<file path="config.mk">
export PLATFORM = sky130hd
export DESIGN_NAME = roi_threshold_centroid_flat
export DESIGN_NICKNAME = d
export VERILOG_FILES = /design/src/rtl/rtc_pkg.sv /design/src/rtl/rtc_stream_if.sv /design/src/rtl/rtc_div.sv /design/src/rtl/rtc_pixel.sv /design/src/rtl/roi_threshold_centroid.sv /design/src/flat_wrapper.sv
export SDC_FILE = /design/constraint.sdc
export NUM_CORES = 1
export LEC_CHECK = 0
export BUFFER_PORTS_ARGS = -buffer_cell sky130_fd_sc_hd__buf_4
export CAP_MARGIN = 10
export CORE_UTILIZATION = 50
export DETAILED_ROUTE_END_ITERATION = 8
export GPL_TIMING_DRIVEN = 0
export HOLD_SLACK_MARGIN = 0.1
export PLACE_DENSITY_LB_ADDON = 0.15
export SKIP_CTS_REPAIR_TIMING = 1
export SLEW_MARGIN = 20
export SYNTH_ARGS = -nofsm -noshare
export SYNTH_HDL_FRONTEND = slang
export SYNTH_HIERARCHICAL = 1
export SYNTH_SLANG_ARGS = --single-unit
</file>
<file path="constraint.sdc">
create_clock -name clk -period 17.95 [get_ports clk]
set_clock_uncertainty 0.1 [all_clocks]
set_input_delay 0.8975 -clock clk [delete_from_list [all_inputs] [get_ports clk]]
set_output_delay 0.8975 -clock clk [all_outputs]
set_load 0.01 [all_outputs]
</file>
<file path="src/rtl/rtc_pkg.sv">
// Package for the thresholded region-of-interest centroid block.
// Holds the word types, register indexes, reset values and fixed widths.
// No dependencies; every other file but the stream interface uses it by scoped names.
package rtc_pkg;

    // Fixed field widths
    localparam int CH_W       = 8;
    localparam int SIZE_W     = 11;
    localparam int OFS_W      = 10;
    localparam int LEVEL_W    = 8;
    localparam int CNT_W      = 21;
    localparam int SUM_W      = 30;
    localparam int CEN_W      = 18;
    localparam int FRAC_BITS  = 8;
    localparam int CFG_IDX_W  = 3;
    localparam int CFG_DATA_W = 11;

    // Marking of a counted pixel and the divisor of the channel mean
    localparam logic [CH_W-1:0] HIT_BLUE  = 8'd128;
    localparam logic [CH_W-1:0] HIT_GREEN = 8'd255;
    localparam int              MEAN_DIV  = 3;

    // Register indexes
    localparam logic [CFG_IDX_W-1:0] REG_IMAGE_WIDTH  = 3'd0;
    localparam logic [CFG_IDX_W-1:0] REG_IMAGE_HEIGHT = 3'd1;
    localparam logic [CFG_IDX_W-1:0] REG_ROI_LEFT     = 3'd2;
    localparam logic [CFG_IDX_W-1:0] REG_ROI_TOP      = 3'd3;
    localparam logic [CFG_IDX_W-1:0] REG_ROI_WIDTH    = 3'd4;
    localparam logic [CFG_IDX_W-1:0] REG_ROI_HEIGHT   = 3'd5;
    localparam logic [CFG_IDX_W-1:0] REG_LEVEL        = 3'd6;

    // Register reset values
    localparam logic [SIZE_W-1:0]  RST_IMAGE_WIDTH  = 11'd640;
    localparam logic [SIZE_W-1:0]  RST_IMAGE_HEIGHT = 11'd480;
    localparam logic [OFS_W-1:0]   RST_ROI_LEFT     = 10'd20;
    localparam logic [OFS_W-1:0]   RST_ROI_TOP      = 10'd10;
    localparam logic [SIZE_W-1:0]  RST_ROI_WIDTH    = 11'd80;
    localparam logic [SIZE_W-1:0]  RST_ROI_HEIGHT   = 11'd100;
    localparam logic [LEVEL_W-1:0] RST_LEVEL        = 8'd100;

    typedef struct packed {
        logic [SIZE_W-1:0]  image_width;
        logic [SIZE_W-1:0]  image_height;
        logic [OFS_W-1:0]   roi_left;
        logic [OFS_W-1:0]   roi_top;
        logic [SIZE_W-1:0]  roi_width;
        logic [SIZE_W-1:0]  roi_height;
        logic [LEVEL_W-1:0] level;
    } cfg_t;

    typedef struct packed {
        logic [CH_W-1:0] blue;
        logic [CH_W-1:0] green;
        logic [CH_W-1:0] red;
    } pix_t;

    typedef struct packed {
        logic [CH_W-1:0]  out_blue;
        logic [CH_W-1:0]  out_green;
        logic [CH_W-1:0]  out_red;
        logic             counted;
        logic             frame_done;
        logic [CEN_W-1:0] centroid_x;
        logic [CEN_W-1:0] centroid_y;
        logic [CNT_W-1:0] hit_total;
    } res_t;

    typedef struct packed {
        logic [CNT_W-1:0] hit_count;
        logic [SUM_W-1:0] sum_col;
        logic [SUM_W-1:0] sum_row;
    } acc_t;

    typedef struct packed {
        logic hit;
        logic done;
    } pix_stat_t;

endpackage

</file>
<file path="src/rtl/rtc_stream_if.sv">
// Valid/ready stream interface carrying one word of a given payload type.
// Used for the pixel input and the result output; no dependencies.
interface rtc_stream_if #(
    parameter type payload_t = logic
) ();
    logic     valid;
    logic     ready;
    payload_t payload;

    modport source (output valid, output payload, input ready);
    modport sink   (input valid, input payload, output ready);
endinterface

</file>
<file path="src/rtl/rtc_div.sv">
// Shared restoring divider: (sum * 256 + count / 2) / count, one bit a cycle.
// Depends on rtc_pkg for the fixed widths.
module rtc_div
(
    input  logic                          clk,
    input  logic                          rst_n,
    input  logic                          start,
    input  logic [rtc_pkg::SUM_W-1:0]     sum,
    input  logic [rtc_pkg::CNT_W-1:0]     count,
    output logic                          done,
    output logic [rtc_pkg::CEN_W-1:0]     quot
);
    localparam int NUM_W  = rtc_pkg::SUM_W + rtc_pkg::FRAC_BITS;
    localparam int STEP_W = $clog2(NUM_W);
    localparam int DW     = rtc_pkg::CNT_W;

    logic                  busy_reg;
    logic                  done_reg;
    logic [STEP_W-1:0]     step_reg;
    logic [NUM_W-1:0]      num_reg;
    logic [DW-1:0]         rem_reg;
    logic [DW-1:0]         div_reg;
    logic [rtc_pkg::CEN_W-1:0] quot_reg;

    logic [NUM_W-1:0]      numerator;
    logic [DW:0]           trial;
    logic                  fits;
    logic [DW-1:0]         rem_next;
    logic                  last_step;

    // Rounded numerator formed once at start.
    assign numerator = {sum, {rtc_pkg::FRAC_BITS{1'b0}}} + NUM_W'(count >> 1);

    // One restoring step: shift in the next numerator bit and try a subtract.
    assign trial     = {rem_reg, num_reg[NUM_W-1]};
    assign fits      = trial >= {1'b0, div_reg};
    assign rem_next  = fits ? DW'(trial - {1'b0, div_reg}) : trial[DW-1:0];
    assign last_step = step_reg == STEP_W'(NUM_W - 1);

    // Sequencing of the steps.
    always_ff @(posedge clk or negedge rst_n)
    begin
        if (!rst_n)
        begin
            busy_reg <= 1'b0;
            done_reg <= 1'b0;
            step_reg <= '0;
        end
        else
        begin
            done_reg <= busy_reg && last_step;
            if (start)
            begin
                busy_reg <= 1'b1;
                step_reg <= '0;
            end
            else if (busy_reg)
            begin
                busy_reg <= !last_step;
                step_reg <= step_reg + STEP_W'(1);
            end
        end
    end

    // Datapath of the divider.
    always_ff @(posedge clk)
    begin
        if (start)
        begin
            num_reg  <= numerator;
            rem_reg  <= '0;
            div_reg  <= count;
            quot_reg <= '0;
        end
        else if (busy_reg)
        begin
            num_reg  <= {num_reg[NUM_W-2:0], 1'b0};
            rem_reg  <= rem_next;
            quot_reg <= {quot_reg[rtc_pkg::CEN_W-2:0], fits};
        end
    end

    assign done = done_reg;
    assign quot = quot_reg;

endmodule

</file>
<file path="src/rtl/rtc_pixel.sv">
// Raster position counters, clamped region test, threshold and running sums.
// Depends on rtc_pkg for the configuration, pixel and accumulator types.
module rtc_pixel #(
    parameter int MAX_WIDTH  = 1024,
    parameter int MAX_HEIGHT = 1024
)
(
    input  logic               clk,
    input  logic               rst_n,
    input  rtc_pkg::cfg_t      cfg,
    input  logic               step,
    input  rtc_pkg::pix_t      pix_in,
    output rtc_pkg::pix_stat_t stat,
    output rtc_pkg::acc_t      acc_upd
);
    localparam int XW  = $clog2(MAX_WIDTH);
    localparam int YW  = $clog2(MAX_HEIGHT);
    localparam int GXW = (XW + 2 > rtc_pkg::SIZE_W + 1) ? XW + 2 : rtc_pkg::SIZE_W + 1;
    localparam int GYW = (YW + 2 > rtc_pkg::SIZE_W + 1) ? YW + 2 : rtc_pkg::SIZE_W + 1;
    localparam int MW  = rtc_pkg::CH_W + 2;

    logic [XW-1:0]  col_reg, col_next;
    logic [YW-1:0]  row_reg, row_next;
    rtc_pkg::acc_t  acc_reg, acc_next;

    logic [GXW-1:0] w_raw, w_lim, w_last, x0, x_end, x1, col_ext;
    logic [GYW-1:0] h_raw, h_lim, h_last, y0, y_end, y1, row_ext;
    logic [MW-1:0]  chan_sum, thr;
    logic           in_region, hit, line_end, done;

    // Image size limited to 1..MAX, region clamped into the image.
    always_comb
    begin
        w_raw = GXW'(cfg.image_width);
        if (w_raw == '0)
            w_lim = GXW'(1);
        else if (w_raw > GXW'(MAX_WIDTH))
            w_lim = GXW'(MAX_WIDTH);
        else
            w_lim = w_raw;
        w_last = w_lim - GXW'(1);
        x0     = (GXW'(cfg.roi_left) < w_last) ? GXW'(cfg.roi_left) : w_last;
        x_end  = x0 + GXW'(cfg.roi_width);
        x1     = (x_end > w_lim) ? w_lim : x_end;

        h_raw = GYW'(cfg.image_height);
        if (h_raw == '0)
            h_lim = GYW'(1);
        else if (h_raw > GYW'(MAX_HEIGHT))
            h_lim = GYW'(MAX_HEIGHT);
        else
            h_lim = h_raw;
        h_last = h_lim - GYW'(1);
        y0     = (GYW'(cfg.roi_top) < h_last) ? GYW'(cfg.roi_top) : h_last;
        y_end  = y0 + GYW'(cfg.roi_height);
        y1     = (y_end > h_lim) ? h_lim : y_end;
    end

    // Region test and threshold: floor(sum / 3) > level means sum >= 3 * (level + 1).
    assign col_ext   = GXW'(col_reg);
    assign row_ext   = GYW'(row_reg);
    assign in_region = (col_ext >= x0) && (col_ext < x1)
                       && (row_ext >= y0) && (row_ext < y1);
    assign chan_sum  = MW'(pix_in.blue) + MW'(pix_in.green) + MW'(pix_in.red);
    assign thr       = MW'(rtc_pkg::MEAN_DIV) * (MW'(cfg.level) + MW'(1));
    assign hit       = in_region && (chan_sum >= thr);
    assign line_end  = col_ext >= w_last;
    assign done      = line_end && (row_ext >= h_last);

    assign stat.hit  = hit;
    assign stat.done = done;

    // Sums including the present pixel.
    always_comb
    begin
        acc_upd = acc_reg;
        if (hit)
        begin
            acc_upd.hit_count = acc_reg.hit_count + rtc_pkg::CNT_W'(1);
            acc_upd.sum_col   = acc_reg.sum_col + rtc_pkg::SUM_W'(col_reg);
            acc_upd.sum_row   = acc_reg.sum_row + rtc_pkg::SUM_W'(row_reg);
        end
    end

    // Next position and accumulator state for an accepted pixel.
    always_comb
    begin
        col_next = col_reg;
        row_next = row_reg;
        acc_next = acc_reg;
        if (step)
        begin
            acc_next = done ? '0 : acc_upd;
            if (line_end)
            begin
                col_next = '0;
                row_next = done ? '0 : row_reg + YW'(1);
            end
            else
            begin
                col_next = col_reg + XW'(1);
            end
        end
    end

    always_ff @(posedge clk or negedge rst_n)
    begin
        if (!rst_n)
        begin
            col_reg <= '0;
            row_reg <= '0;
            acc_reg <= '0;
        end
        else
        begin
            col_reg <= col_next;
            row_reg <= row_next;
            acc_reg <= acc_next;
        end
    end

endmodule

</file>
<file path="src/rtl/roi_threshold_centroid.sv">
// Top level of the thresholded region-of-interest centroid block.
// Depends on rtc_pkg, rtc_stream_if, rtc_pixel and rtc_div.
//
// Usage:
//   pix carries one smoothed BGR pixel per word in raster order; res returns
//   one word per pixel: the pixel (marked blue 128, green 255 when counted),
//   the counted flag and, on the last pixel of a frame, the frame-done flag,
//   the centroid in 1/256 pixel and the number of counted pixels.
//   Registers are written through cfg_we, cfg_index and cfg_data while idle.
// Flow:
//   An ordinary pixel is in the output register in the cycle after acceptance,
//   and a new pixel is taken every cycle while the output register can move.
//   The last pixel of a frame with counted pixels runs two divisions on the
//   one shared restoring divider, one quotient bit a cycle over 38 steps:
//   its word comes out once both quotients are in, and no pixel is taken
//   meanwhile. A frame with no counted pixel skips the divisions.
// Reset: registers return to their defaults, counters and sums clear.
// Stall: a word waits in the output register until taken; pix.ready stays
//   low while that register is full and not being emptied.
module roi_threshold_centroid #(
    parameter int MAX_WIDTH  = 1024,
    parameter int MAX_HEIGHT = 1024
)
(
    input  logic                              clk,
    input  logic                              rst_n,
    rtc_stream_if.sink                        pix,
    rtc_stream_if.source                      res,
    input  logic                              cfg_we,
    input  logic [rtc_pkg::CFG_IDX_W-1:0]     cfg_index,
    input  logic [rtc_pkg::CFG_DATA_W-1:0]    cfg_data
);
    localparam logic [1:0] ST_RUN  = 2'd0;
    localparam logic [1:0] ST_DIVX = 2'd1;
    localparam logic [1:0] ST_DIVY = 2'd2;
    localparam logic [1:0] ST_LOAD = 2'd3;

    rtc_pkg::cfg_t      cfg_reg;
    logic [1:0]         state_reg, state_next;
    logic               out_valid_reg, out_valid_next;
    rtc_pkg::res_t      res_reg, res_next;
    rtc_pkg::res_t      hold_reg, hold_next;
    logic [rtc_pkg::SUM_W-1:0] hold_sum_row_reg, hold_sum_row_next;
    logic [rtc_pkg::CNT_W-1:0] hold_cnt_reg, hold_cnt_next;

    rtc_pkg::pix_t      pix_word;
    rtc_pkg::pix_stat_t stat;
    rtc_pkg::acc_t      acc_upd;
    rtc_pkg::res_t      pix_res;
    logic               out_free, pix_step, frame_hits;
    logic               div_start, div_done;
    logic [rtc_pkg::SUM_W-1:0] div_sum;
    logic [rtc_pkg::CNT_W-1:0] div_cnt;
    logic [rtc_pkg::CEN_W-1:0] div_quot;

    // Configuration registers.
    always_ff @(posedge clk or negedge rst_n)
    begin
        if (!rst_n)
        begin
            cfg_reg.image_width  <= rtc_pkg::RST_IMAGE_WIDTH;
            cfg_reg.image_height <= rtc_pkg::RST_IMAGE_HEIGHT;
            cfg_reg.roi_left     <= rtc_pkg::RST_ROI_LEFT;
            cfg_reg.roi_top      <= rtc_pkg::RST_ROI_TOP;
            cfg_reg.roi_width    <= rtc_pkg::RST_ROI_WIDTH;
            cfg_reg.roi_height   <= rtc_pkg::RST_ROI_HEIGHT;
            cfg_reg.level        <= rtc_pkg::RST_LEVEL;
        end
        else if (cfg_we)
        begin
            case (cfg_index)
                rtc_pkg::REG_IMAGE_WIDTH:  cfg_reg.image_width  <= cfg_data;
                rtc_pkg::REG_IMAGE_HEIGHT: cfg_reg.image_height <= cfg_data;
                rtc_pkg::REG_ROI_LEFT:     cfg_reg.roi_left     <= cfg_data[rtc_pkg::OFS_W-1:0];
                rtc_pkg::REG_ROI_TOP:      cfg_reg.roi_top      <= cfg_data[rtc_pkg::OFS_W-1:0];
                rtc_pkg::REG_ROI_WIDTH:    cfg_reg.roi_width    <= cfg_data;
                rtc_pkg::REG_ROI_HEIGHT:   cfg_reg.roi_height   <= cfg_data;
                rtc_pkg::REG_LEVEL:        cfg_reg.level        <= cfg_data[rtc_pkg::LEVEL_W-1:0];
                default:                   ;
            endcase
        end
    end

    // Input handshake: one pixel a cycle while running and the output can move.
    assign out_free  = !out_valid_reg || res.ready;
    assign pix.ready = (state_reg == ST_RUN) && out_free;
    assign pix_step  = pix.valid && pix.ready;
    assign pix_word  = pix.payload;

    rtc_pixel #(
        .MAX_WIDTH  (MAX_WIDTH),
        .MAX_HEIGHT (MAX_HEIGHT)
    ) u_pixel (
        .clk     (clk),
        .rst_n   (rst_n),
        .cfg     (cfg_reg),
        .step    (pix_step),
        .pix_in  (pix_word),
        .stat    (stat),
        .acc_upd (acc_upd)
    );

    // Result word for the present pixel, centroid fields still zero.
    always_comb
    begin
        pix_res            = '0;
        pix_res.out_blue   = stat.hit ? rtc_pkg::HIT_BLUE : pix_word.blue;
        pix_res.out_green  = stat.hit ? rtc_pkg::HIT_GREEN : pix_word.green;
        pix_res.out_red    = pix_word.red;
        pix_res.counted    = stat.hit;
        pix_res.frame_done = stat.done;
        pix_res.hit_total  = stat.done ? acc_upd.hit_count : '0;
    end

    assign frame_hits = acc_upd.hit_count != '0;

    // The divider takes the column sum first, then the held row sum.
    assign div_start = (state_reg == ST_RUN) ? (pix_step && stat.done && frame_hits)
                                             : ((state_reg == ST_DIVX) && div_done);
    assign div_sum   = (state_reg == ST_RUN) ? acc_upd.sum_col : hold_sum_row_reg;
    assign div_cnt   = (state_reg == ST_RUN) ? acc_upd.hit_count : hold_cnt_reg;

    rtc_div u_div (
        .clk   (clk),
        .rst_n (rst_n),
        .start (div_start),
        .sum   (div_sum),
        .count (div_cnt),
        .done  (div_done),
        .quot  (div_quot)
    );

    // Sequencer and output register control.
    always_comb
    begin
        state_next        = state_reg;
        out_valid_next    = out_valid_reg && !res.ready;
        res_next          = res_reg;
        hold_next         = hold_reg;
        hold_sum_row_next = hold_sum_row_reg;
        hold_cnt_next     = hold_cnt_reg;
        case (state_reg)
            ST_RUN:
            begin
                if (pix_step)
                begin
                    if (stat.done && frame_hits)
                    begin
                        hold_next         = pix_res;
                        hold_sum_row_next = acc_upd.sum_row;
                        hold_cnt_next     = acc_upd.hit_count;
                        state_next        = ST_DIVX;
                    end
                    else
                    begin
                        res_next       = pix_res;
                        out_valid_next = 1'b1;
                    end
                end
            end
            ST_DIVX:
            begin
                if (div_done)
                begin
                    hold_next.centroid_x = div_quot;
                    state_next           = ST_DIVY;
                end
            end
            ST_DIVY:
            begin
                if (div_done)
                begin
                    hold_next.centroid_y = div_quot;
                    state_next           = ST_LOAD;
                end
            end
            ST_LOAD:
            begin
                if (out_free)
                begin
                    res_next       = hold_reg;
                    out_valid_next = 1'b1;
                    state_next     = ST_RUN;
                end
            end
            default:
            begin
                state_next = ST_RUN;
            end
        endcase
    end

    always_ff @(posedge clk or negedge rst_n)
    begin
        if (!rst_n)
        begin
            state_reg     <= ST_RUN;
            out_valid_reg <= 1'b0;
        end
        else
        begin
            state_reg     <= state_next;
            out_valid_reg <= out_valid_next;
        end
    end

    // Payload registers.
    always_ff @(posedge clk)
    begin
        res_reg          <= res_next;
        hold_reg         <= hold_next;
        hold_sum_row_reg <= hold_sum_row_next;
        hold_cnt_reg     <= hold_cnt_next;
    end

    assign res.valid   = out_valid_reg;
    assign res.payload = res_reg;

`ifndef SYNTHESIS
    // No pixel is taken while a frame result is being worked out.
    assert property (@(posedge clk) disable iff (!rst_n)
        (state_reg != ST_RUN) |-> !pix.ready)
        else $error("pixel input ready outside the running state");

    // A quotient only arrives while the sequencer waits for one.
    assert property (@(posedge clk) disable iff (!rst_n)
        div_done |-> ((state_reg == ST_DIVX) || (state_reg == ST_DIVY)))
        else $error("divider finished outside a division state");

    // The last pixel of a frame either goes straight out or starts the division.
    assert property (@(posedge clk) disable iff (!rst_n)
        (pix_step && stat.done) |=> ((state_reg == ST_DIVX) || out_valid_reg))
        else $error("last pixel of frame neither sent nor divided");
`endif

endmodule

</file>
<file path="src/flat_wrapper.sv">
// flat-port wrapper written by rule: the top's interface ports become plain ports
module roi_threshold_centroid_flat 
#(
    parameter int MAX_WIDTH  = 1024,
    parameter int MAX_HEIGHT = 1024
)
  (clk, rst_n, cfg_we, cfg_index, cfg_data, pix_valid, pix_payload, pix_ready, res_valid, res_payload, res_ready);
  rtc_stream_if #(.payload_t(rtc_pkg::pix_t)) pix_i ();
  rtc_stream_if #(.payload_t(rtc_pkg::res_t)) res_i ();
  input  logic clk;
  input  logic rst_n;
  input  logic cfg_we;
  input  logic [rtc_pkg::CFG_IDX_W-1:0] cfg_index;
  input  logic [rtc_pkg::CFG_DATA_W-1:0] cfg_data;
  input wire logic [$bits(pix_i.valid)-1:0] pix_valid;
  input wire logic [$bits(pix_i.payload)-1:0] pix_payload;
  output wire logic [$bits(pix_i.ready)-1:0] pix_ready;
  output wire logic [$bits(res_i.valid)-1:0] res_valid;
  output wire logic [$bits(res_i.payload)-1:0] res_payload;
  input wire logic [$bits(res_i.ready)-1:0] res_ready;
  assign pix_i.valid = pix_valid;
  assign pix_i.payload = pix_payload;
  assign pix_ready = pix_i.ready;
  assign res_valid = res_i.valid;
  assign res_payload = res_i.payload;
  assign res_i.ready = res_ready;
  roi_threshold_centroid #(.MAX_WIDTH(MAX_WIDTH), .MAX_HEIGHT(MAX_HEIGHT)) u_core (.clk(clk), .rst_n(rst_n), .pix(pix_i), .res(res_i), .cfg_we(cfg_we), .cfg_index(cfg_index), .cfg_data(cfg_data));
endmodule
</file>
==> impl_metrics.env <==
export IMPL_worst_pin_slew_ns=0.974
export IMPL_cpMaxStageDelayCell="a2111oi_0"
export IMPL_yosysTopAreaCellShare_pct=28.0
export IMPL_synth_area_top_cells="edfxtp_1, dfrtp_1, ha_1"
export IMPL_wl_met2_um=36700
export IMPL_synth_fa_ha_area_share_pct=9.82
export IMPL_slowest_delay_ns=0.70
export IMPL_layout_common_cells="edfxtp_1, mux2_2, ha_1"
export IMPL_worstPathRequired_ns=18.09
export IMPL_globalplace_congestion=0.881
export IMPL_synth_seq_cells=499
export IMPL_place_ws_ns=1.49
export IMPL_insertion_delay_ns=0.63
export IMPL_synthSimpleGateAreaFrac_pct=13.0
export IMPL_setup_slack_ns=1.44
export IMPL_grt_overflow_total=0
export IMPL_clockBufferDepth=3
export IMPL_critPathCaptureType="flip-flop"
export IMPL_synthesis_area_um2=29600
export IMPL_rows=88
export IMPL_dr_pass1_iters=6
export IMPL_drv_cap=0
export IMPL_n_antenna_cell=0
export IMPL_ys_seq_area_share_pct=46.3
export IMPL_wl_met3_um=3560
export IMPL_finalSetupViolCount=0
export IMPL_coreArea_um2=58000
export IMPL_die_w_um=245
export IMPL_p_leak_nw=13.4
export IMPL_tritoncts="yes"
export IMPL_yosysWarnings=6
export IMPL_max_freq_mhz=60.6
export IMPL_muxShareOfSynthArea_pct=9.73
export IMPL_numCtsBuffers=54
export IMPL_remaining_drc_errors=0
export IMPL_antenna_found_initial=0
export IMPL_vias_per_cell=5.83
export IMPL_drive_gt1_share_pct=17.7
export IMPL_io_pins=128
export IMPL_synth_cell_types=96
export IMPL_ys_async_sr_fraction_pct=36.9
export IMPL_final_cells=3735
export IMPL_drtIter0Drc=1523
export IMPL_synth_edff_count=276
export IMPL_holdWs_ns=0.370
export IMPL_area_delta_synth_final_pct=14.1
export IMPL_fin_crit_sh_pct=92.0
export IMPL_cp_max_fo=38
export IMPL_htreeDepth=2
export IMPL_synth_compound_area_share_pct=13.3
export IMPL_worstPathArrival_ns=16.65
export IMPL_wl_met1_um=34200
export IMPL_startpoint_type="flip-flop"
export IMPL_die_h_um=245
export IMPL_initial_utilization_pct=50.9
export IMPL_rsz0062_at_grt="no"
export IMPL_synth_ff_type="edfxtp_1"
export IMPL_place_inst=3633
export IMPL_routed_top_layer="met4"
export IMPL_grt_pass1_wl_um=120000
export IMPL_post_synth_xor_area_fraction_pct=4.71
export IMPL_clock_sinks=499
export IMPL_slew_headroom_pct=34.6
export IMPL_layout_nets=3185
export IMPL_slew_viol_final=0
export IMPL_dieArea_um2=60100
export IMPL_peakVddDrop_mv=0.0969
export IMPL_via_count=21800
export IMPL_path_class="flip-flop to flip-flop"
export IMPL_ant_nets=0
export IMPL_final_common_cell="edfxtp_1"
export IMPL_numPortBuffers=127
export IMPL_hold_path_class="primary input to flip-flop"
export IMPL_netlist_instances=2731
export IMPL_synth_top_cell_by_area="edfxtp_1"
export IMPL_totalWireLength_um=76100
export IMPL_fin_crit_ns=16.51
export IMPL_wl_per_cell_um=20.4
export IMPL_cts_root_buffer="clkbuf_16"
export IMPL_syn_area_per_cell_um2=10.8
export IMPL_grt_pass1_vias=21600
export IMPL_cts_clk_slew_worst_paths_ns=0.06
export IMPL_finalHoldViolCount=0
export IMPL_hpwl_um=56900
export IMPL_power_density_nw_per_um2=107
export IMPL_track_usage_pct=25.4
export IMPL_status="finished, final reports clean"
export IMPL_grt_max_degree=79
export IMPL_synth_top_family_by_area="compound AO/OA/AOI/OAI gates"
[metal layers]
metal  GRT usage, %  up-vias
li1               -    10400
met4           6.91        0
met3           2.70      109
met1           34.6    10600
met2           42.8      635
met5              0        -
[worst max-delay path, delay by kind of cell, from the launching register on]
kind / cells / cell delay [ns]
AND/OR/NAND/NOR: 13 / 2.95
flip-flops: 1 / 0.44
multiplexers: 1 / 0.38
XOR/XNOR: 2 / 0.77
buffers and inverters: 9 / 2.95
AO/OA/AOI/OAI: 16 / 5.26
adder cells (fa/ha/maj): 11 / 3.19
[through the flow]
step	power, mW	setup TNS, ns	cell area [µm²]	util, %
final	3.61	0	33700	58.1
after global routing	3.82	0	33700	58.1
after CTS	3.62	0	33700	58.1
after detailed placement	2.39	0	31700	54.7
after global placement	2.35	-312.19	31500	54.2
after floorplan	2.10	0	29600	-
[report_power, final]
group | total (mW) | switching, mW | internal, mW
combinational | 1.10 | 0.627 | 0.470
clock | 1.22 | 0.483 | 0.741
sequential | 1.29 | 0.0437 | 1.24
[Yosys cell counts, drive strengths merged (38+ instances only)]
cell type  number
nand2         195
and3           39
dfrtp         166
ha            202
nor2          187
xnor2          97
mux2          210
a21oi         124
mux2i          51
o31ai          48
o211ai         42
edfxtp        276
o21ai         121
and2          111
buf            38
dfxtp          39
xor2           62
inv           126
clkbuf         65
nand3          69
[kinds of logic after synthesis]
logic type / after synthesis
other cells: 1
simple gates: 774
flops: 499
buf+inv: 230
compound gates: 583
fa+ha+maj: 224
xor+xnor: 159
mux: 261
[path summary, 6_finish.rpt]
path                                           from                        to  slack, ns  cells past startpoint
setup / recovery                 u_core/cfg_reg[69]   u_core/u_div/num_reg[6]       1.44                     52
hold / removal                       pix_payload[7]       u_core/hold_reg[66]       0.37                      1
setup reg to reg                 u_core/cfg_reg[69]   u_core/u_div/num_reg[6]       1.44                     52
hold reg to reg            u_core/u_div/rem_reg[16]  u_core/u_div/rem_reg[16]       0.39                      2
max in group asynchronous                     rst_n        u_core/cfg_reg[14]      15.93                      4
min in group asynchronous                     rst_n       u_core/state_reg[1]       0.65                      2
[final cells by class]
cell class              count  area (µm²)
clock buffers              65        1450
inverters                 127         477
fillers                  4799       24300
flip-flops and latches    499       13700
well taps                 765         957
repair buffers            137        1190
plain buffers             103         443
multi-input cells        2003       15000
clock inverters            36         538
Note: power is estimated with default switching activity, not from simulation.
